<file path="src/rtl/sncag_pkg.sv">
// Shared types, widths and codes for the strided N-d copy address generator.
// No dependencies; sncag_cell, the top level and sncag_chk import this package.
`timescale 1ns / 1ps
`default_nettype none

package sncag_pkg;

  localparam int unsigned MAX_RANK_DEF   = 4;
  localparam int unsigned ADDR_WIDTH_DEF = 48;

  localparam int unsigned FIELD_ADDR_W = 48;
  localparam int unsigned EXTENT_W     = 16;
  localparam int unsigned STRIDE_W     = 32;
  localparam int unsigned OFFSET_W     = 32;
  localparam int unsigned ELEM_W       = 7;
  localparam int unsigned RANK_W       = 3;
  localparam int unsigned AXIS_W       = 2;
  localparam int unsigned CFG_IDX_W    = 1;
  localparam int unsigned CFG_DATA_W   = 7;

  // 1 - extent as a signed value, its product with elem_size, and the rewind product
  localparam int unsigned SCALE_W = EXTENT_W + 2;
  localparam int unsigned K_W     = SCALE_W + ELEM_W + 1;
  localparam int unsigned RW_W    = STRIDE_W + K_W;

  typedef enum logic [1:0] {
    CMD_LOAD  = 2'd0,
    CMD_START = 2'd1,
    CMD_NEXT  = 2'd2
  } cmd_e;

  typedef enum logic [CFG_IDX_W-1:0] {
    CFG_ELEM_SIZE = 1'b0,
    CFG_RANK      = 1'b1
  } cfg_idx_e;

  typedef enum logic [1:0] {
    PH_IDLE   = 2'd0,
    PH_ACTIVE = 2'd1,
    PH_DONE   = 2'd2
  } phase_e;

  typedef enum logic [1:0] {
    ST_IDLE,
    ST_REWIND,
    ST_START,
    ST_WALK
  } state_e;

  typedef struct packed {
    logic [1:0]                 cmd;
    logic [AXIS_W-1:0]          axis;
    logic [EXTENT_W-1:0]        extent;
    logic signed [STRIDE_W-1:0] src_stride;
    logic signed [STRIDE_W-1:0] dst_stride;
    logic [FIELD_ADDR_W-1:0]    src_addr;
    logic [OFFSET_W-1:0]        src_offset;
    logic [FIELD_ADDR_W-1:0]    dst_addr;
    logic [OFFSET_W-1:0]        dst_offset;
  } in_item_t;

  typedef struct packed {
    logic                    valid_res;
    logic [FIELD_ADDR_W-1:0] read_addr;
    logic [FIELD_ADDR_W-1:0] write_addr;
    logic                    last;
    logic                    done_res;
  } out_item_t;

  // Per-axis control from the sequencer to the row of axis slices
  typedef struct packed {
    logic step;
    logic shift;
    logic clr;
    logic load;
    logic rewind;
  } cell_ctrl_t;

endpackage

`default_nettype wire

</file>
<file path="src/rtl/sncag_cell.sv">
// One axis slice: extent, counter, byte strides, rewind steps and a term register.
// Carry enters from the inner neighbor, terms shift toward the outer neighbor. Uses sncag_pkg.
`timescale 1ns / 1ps
`default_nettype none

module sncag_cell #(
  parameter int unsigned ADDR_WIDTH = sncag_pkg::ADDR_WIDTH_DEF
) (
  input  logic                              clk_i,
  input  logic                              rst_ni,
  input  sncag_pkg::cell_ctrl_t             ctrl_i,
  input  logic                              sel_i,
  input  logic                              in_use_i,
  input  logic                              outer_i,
  input  logic                              carry_i,
  output logic                              carry_o,
  output logic                              ext_zero_o,
  input  logic [sncag_pkg::EXTENT_W-1:0]    ld_extent_i,
  input  logic [ADDR_WIDTH-1:0]             ld_src_stride_i,
  input  logic [ADDR_WIDTH-1:0]             ld_dst_stride_i,
  input  logic [ADDR_WIDTH-1:0]             ld_src_rewind_i,
  input  logic [ADDR_WIDTH-1:0]             ld_dst_rewind_i,
  input  logic [ADDR_WIDTH-1:0]             next_src_term_i,
  input  logic [ADDR_WIDTH-1:0]             next_dst_term_i,
  output logic [ADDR_WIDTH-1:0]             src_term_o,
  output logic [ADDR_WIDTH-1:0]             dst_term_o
);
  import sncag_pkg::*;

  logic [EXTENT_W-1:0]   ext_q, cnt_q, cnt_inc;
  logic [ADDR_WIDTH-1:0] src_str_q, dst_str_q, src_rw_q, dst_rw_q;
  logic [ADDR_WIDTH-1:0] src_term_q, dst_term_q;
  logic                  act, hit, wrap;

  assign cnt_inc    = cnt_q + 1'b1;
  assign hit        = (cnt_inc == ext_q);
  assign act        = in_use_i & carry_i;
  // outermost axis never rewinds; its hit ends the walk
  assign wrap       = hit & ~outer_i;
  assign carry_o    = in_use_i ? (carry_i & hit) : carry_i;
  assign ext_zero_o = in_use_i & (ext_q == '0);
  assign src_term_o = src_term_q;
  assign dst_term_o = dst_term_q;

  always_ff @(posedge clk_i or negedge rst_ni) begin
    if (!rst_ni) begin
      ext_q     <= '0;
      src_str_q <= '0;
      dst_str_q <= '0;
      src_rw_q  <= '0;
      dst_rw_q  <= '0;
    end else begin
      if (ctrl_i.load && sel_i) begin
        ext_q     <= ld_extent_i;
        src_str_q <= ld_src_stride_i;
        dst_str_q <= ld_dst_stride_i;
      end
      if (ctrl_i.rewind && sel_i) begin
        src_rw_q <= ld_src_rewind_i;
        dst_rw_q <= ld_dst_rewind_i;
      end
    end
  end

  always_ff @(posedge clk_i or negedge rst_ni) begin
    if (!rst_ni) begin
      cnt_q      <= '0;
      src_term_q <= '0;
      dst_term_q <= '0;
    end else begin
      if (ctrl_i.clr) begin
        cnt_q <= '0;
      end else if (ctrl_i.step && act) begin
        cnt_q <= wrap ? '0 : cnt_inc;
      end
      if (ctrl_i.step) begin
        // latch this axis' share of the position move
        if (!act) begin
          src_term_q <= '0;
          dst_term_q <= '0;
        end else if (wrap) begin
          src_term_q <= src_rw_q;
          dst_term_q <= dst_rw_q;
        end else begin
          src_term_q <= src_str_q;
          dst_term_q <= dst_str_q;
        end
      end else if (ctrl_i.shift) begin
        src_term_q <= next_src_term_i;
        dst_term_q <= next_dst_term_i;
      end
    end
  end

endmodule

`default_nettype wire

</file>
<file path="config.mk">
export PLATFORM = sky130hd
export DESIGN_NAME = sncag_cell
export DESIGN_NICKNAME = d
export VERILOG_FILES = /design/src/rtl/sncag_pkg.sv /design/src/rtl/sncag_cell.sv
export SDC_FILE = /design/constraint.sdc
export NUM_CORES = 1
export LEC_CHECK = 0
export BUFFER_PORTS_ARGS = -buffer_cell sky130_fd_sc_hd__buf_2
export CAP_MARGIN = 20
export CORE_MARGIN = 1.5
export CORE_UTILIZATION = 40
export CTS_CLUSTER_DIAMETER = 100
export DETAILED_ROUTE_END_ITERATION = 16
export PLACE_DENSITY = 0.71
export SLEW_MARGIN = 40
export SYNTH_ARGS = -nofsm -noshare
export SYNTH_HDL_FRONTEND = slang
export SYNTH_SLANG_ARGS = --single-unit
</file>
<file path="constraint.sdc">
create_clock -name clk_i -period 2.6 [get_ports clk_i]
set_input_delay 0.13 -clock clk_i [delete_from_list [all_inputs] [get_ports clk_i]]
set_output_delay 0.13 -clock clk_i [all_outputs]
set_load 0.02 [all_outputs]
</file>
==> flow_summary.toml <==
[outcome]
status = "finished with violations"
violations = "setup timing"

[synth]
syn_area_sq_um = 15000
synth_common_cells = "dfrtp_1, mux2_2, nand3_1"
synth_top_family_by_area = "multiplexers"
synth_xor_area_frac = 0.00932
synth_fa_ha_area_frac = 0.000833
yosysWarningCount = 0
synth.distinct_cells = 49
synthArstFlopShare = 1.00
synth_top_cells_by_area = "dfrtp_1, mux2_2, nand3_1"
synthFlopType = "dfrtp_1"
synth_compound_area_frac = 0.0870
synthesis.nets = 1715
yosysMostFrequentCell = "dfrtp_1"
synth_cells = 1399
synth_edf_count = 0
yosysTopAreaCell = "dfrtp_1"
synth_seq_cells = 320
synth.area.mux_share = 0.157
ys_seq_area_frac = 0.533
avgSynthCellArea_sq_um = 10.7
yosys.area_share.simple = 0.151
synth_top_area_share = 0.533

[die]
fp.dieH_microns = 197
io_pins = 413
die_w_microns = 197
rows = 70
core-area_sq_um = 36800
start_util = 0.409
dieArea_sq_um = 38700

[placed_design]
portBuffers = 412
placedInstanceArea_sq_um = 18000
hpwl_mm = 30.1
gp_congestion = 0.866

[global_routing]
grt_overflow = 0
antenna_found_initial = 9
grt_max_degree = 97
grt_pass1_vias = 16212
grt_usage = 0.286
grt_pass1_wl_mm = 86.5

[layout]
drive_above_1_share = 0.402
syn2layout_area_growth_pct = 57.6
final_cell_area_sq_um = 23700
nNetsFinal = 2487

[sta]
max_freq_mhz = 332
finalSetupTns_ps = -26600
fin_hold_ws_ps = 57.2
setup_viol = 113
relSlewSlack = 0.516
fin_crit_sh = 1.16
fin_crit_ps = 3010
rsz0062_at_grt = "true"
worst_pin_slew_ps = 727
hold_viol = 0
setup_ws_ps = -415
finClkSkew_ps = 12.5
final_max_slew_viol_count = 0

[clock_network]
clock_sinks = 320
tritoncts = "done"
ctsLongestPathBuffers = 3
cts_inserted_buffers = 37
clock_latency_ps = 550
htree_levels = 2
root_buffer = "clkbuf_16"
clkTransAtPathRegs_ps = 60

[power]
powerDensity_nw_per_um2 = 574
p_leak_nw = 10.9
ir_drop_uv = 530

[worst_setup_path]
arrival_ps = 2880
ff2ff_setup_slack_ps = -360
slowest_stage = "or4_4"
cp-end-kind = "output pin"
cp.required_ps = 2470
cp_max_fo = 4
critPathLaunchType = "flop"
cpPeakStageDelay_ps = 510
worstSetupPathType = "reg2out"
critical_path.cell_chain = "ha_4, xor2_1, a211oi_2, nand3_1, or4_4, a2111o_1, a21boi_2, buf_6"

[min_path]
hold_class = "in2reg"

[drt]
via_count = 14944
wl_per_cell_microns = 21.6
dr.pass1.iters = 5
post_drt_via_cell_ratio = 5.58
drt_wl_total_mm = 57.7
drcViolationCount = 0
drtIter0Drc = 913
antenna_left = 0

[flow_run]
drv_cap = 0
==> metrics by stage <==
stage / std cells / setup slack [ps] / power [W] / util
floorplan: 1399 / 2.15 / 0.00706 / -
global placement: 2242 / -213 / 0.00788 / 0.489
detailed placement: 2242 / -171 / 0.00795 / 0.489
CTS: 2656 / -428 / 0.0135 / 0.632
global route: 2674 / -494 / 0.0141 / 0.644
finish: 2676 / -415 / 0.0136 / 0.644
==> critical path, delay by kind of cell (launching register included) <==
kind / cells / cell delay [ps]
xor+xnor: 1 / 170
compound gates: 3 / 760
simple gates: 2 / 600
fa+ha+maj: 1 / 250
flops: 1 / 440
buf+inv: 1 / 140
==> per-layer routing <==
| layer | global-route usage | routed length, microns |
|---|---|---|
| met1 | 0.323 | 21200 |
| met2 | 0.494 | 28700 |
| met3 | 0.0577 | 4200 |
| met4 | 0.185 | 3580 |
| met5 | 0 | 26 |
==> cells in the final DEF (no fill, tap or decap), types with 3 or more instances in the layout <==
cell type and instances:
nand2_1 18, mux2_2 209, nand3_1 157, a21oi_1 112, and3_1 5, clkbuf_16 43, nand3_2 45, clkbuf_8 7
buf_16 20, nor3_1 15, dlygate4sd3_1 305, nor4_1 3, buf_6 13, clkbuf_1 10, buf_2 408, nand3b_1 97
buf_4 63, clkinvlp_4 4, nor2_1 19, or2_2 3, dfrtp_2 4, xnor2_1 12, nand4_1 9, buf_8 8
o21ai_0 99, o21a_1 6, dfrtp_1 316, inv_1 98, o211ai_1 5, buf_12 28, nor2b_1 3, diode_2 9
xor2_1 4, a2bb2oi_2 5, clkinv_2 5
==> final timing paths <==
path                                     startpoint             end  cells after the start
worst max-delay path                       cnt_q[1]         carry_o                      8
worst min-delay path            next_dst_term_i[13]  dst_term_o[13]                      5
worst max register to register             cnt_q[1]  dst_term_o[43]                     13
worst min register to register         src_rw_q[16]  src_term_o[16]                      2
max in group asynchronous                    rst_ni  src_term_o[25]                      3
min in group asynchronous                    rst_ni   dst_str_q[26]                      2
==> logic make-up (layout without fill, tap and decap cells) <==
logic type	Yosys count	after routing
buf+inv	215	1015
simple gates	396	396
compound gates	241	241
fa+ha+maj	1	1
other cells	0	9
flops	320	320
xor+xnor	16	16
mux	210	210
==> state kept, by name, indices dropped and copies added (netlist names) <==
signal and count:
cnt_q 16, src_str_q 48, dst_rw_q 48, src_term_o 48, ext_q 16, dst_str_q 48, src_rw_q 48, dst_term_o 48
==> timing repair <==
item / 4_1_cts / 5_1_grt
endpoints found under the setup margin: 110 / 113
cloned: 19 / 5
setup buffers: 23 / 11
gates resized for setup: 51 / 73
hold buffers: 305 / 0
pin swaps: 11 / 54
hold endpoints to repair: 368 / 0
==> power by group <==
group	total, W	internal, W	switching, W	leakage [nW]
Sequential	0.00605	0.00561	0.000442	3.85
Clock	0.00517	0.00301	0.00216	0.576
Combinational	0.00239	0.00124	0.00115	6.47
Total	0.0136	0.00986	0.00375	10.9
==> cell type report <==
class	instances	area (sq um)
repair buffers	850	7070
multi-input cells	864	6430
clock buffers	55	1080
diodes	9	22.5
clock inverters	12	110
flip-flops and latches	320	8010
inverters	98	368
well taps	468	586
fillers	2546	13100
Power figures use the tool's default switching activity.
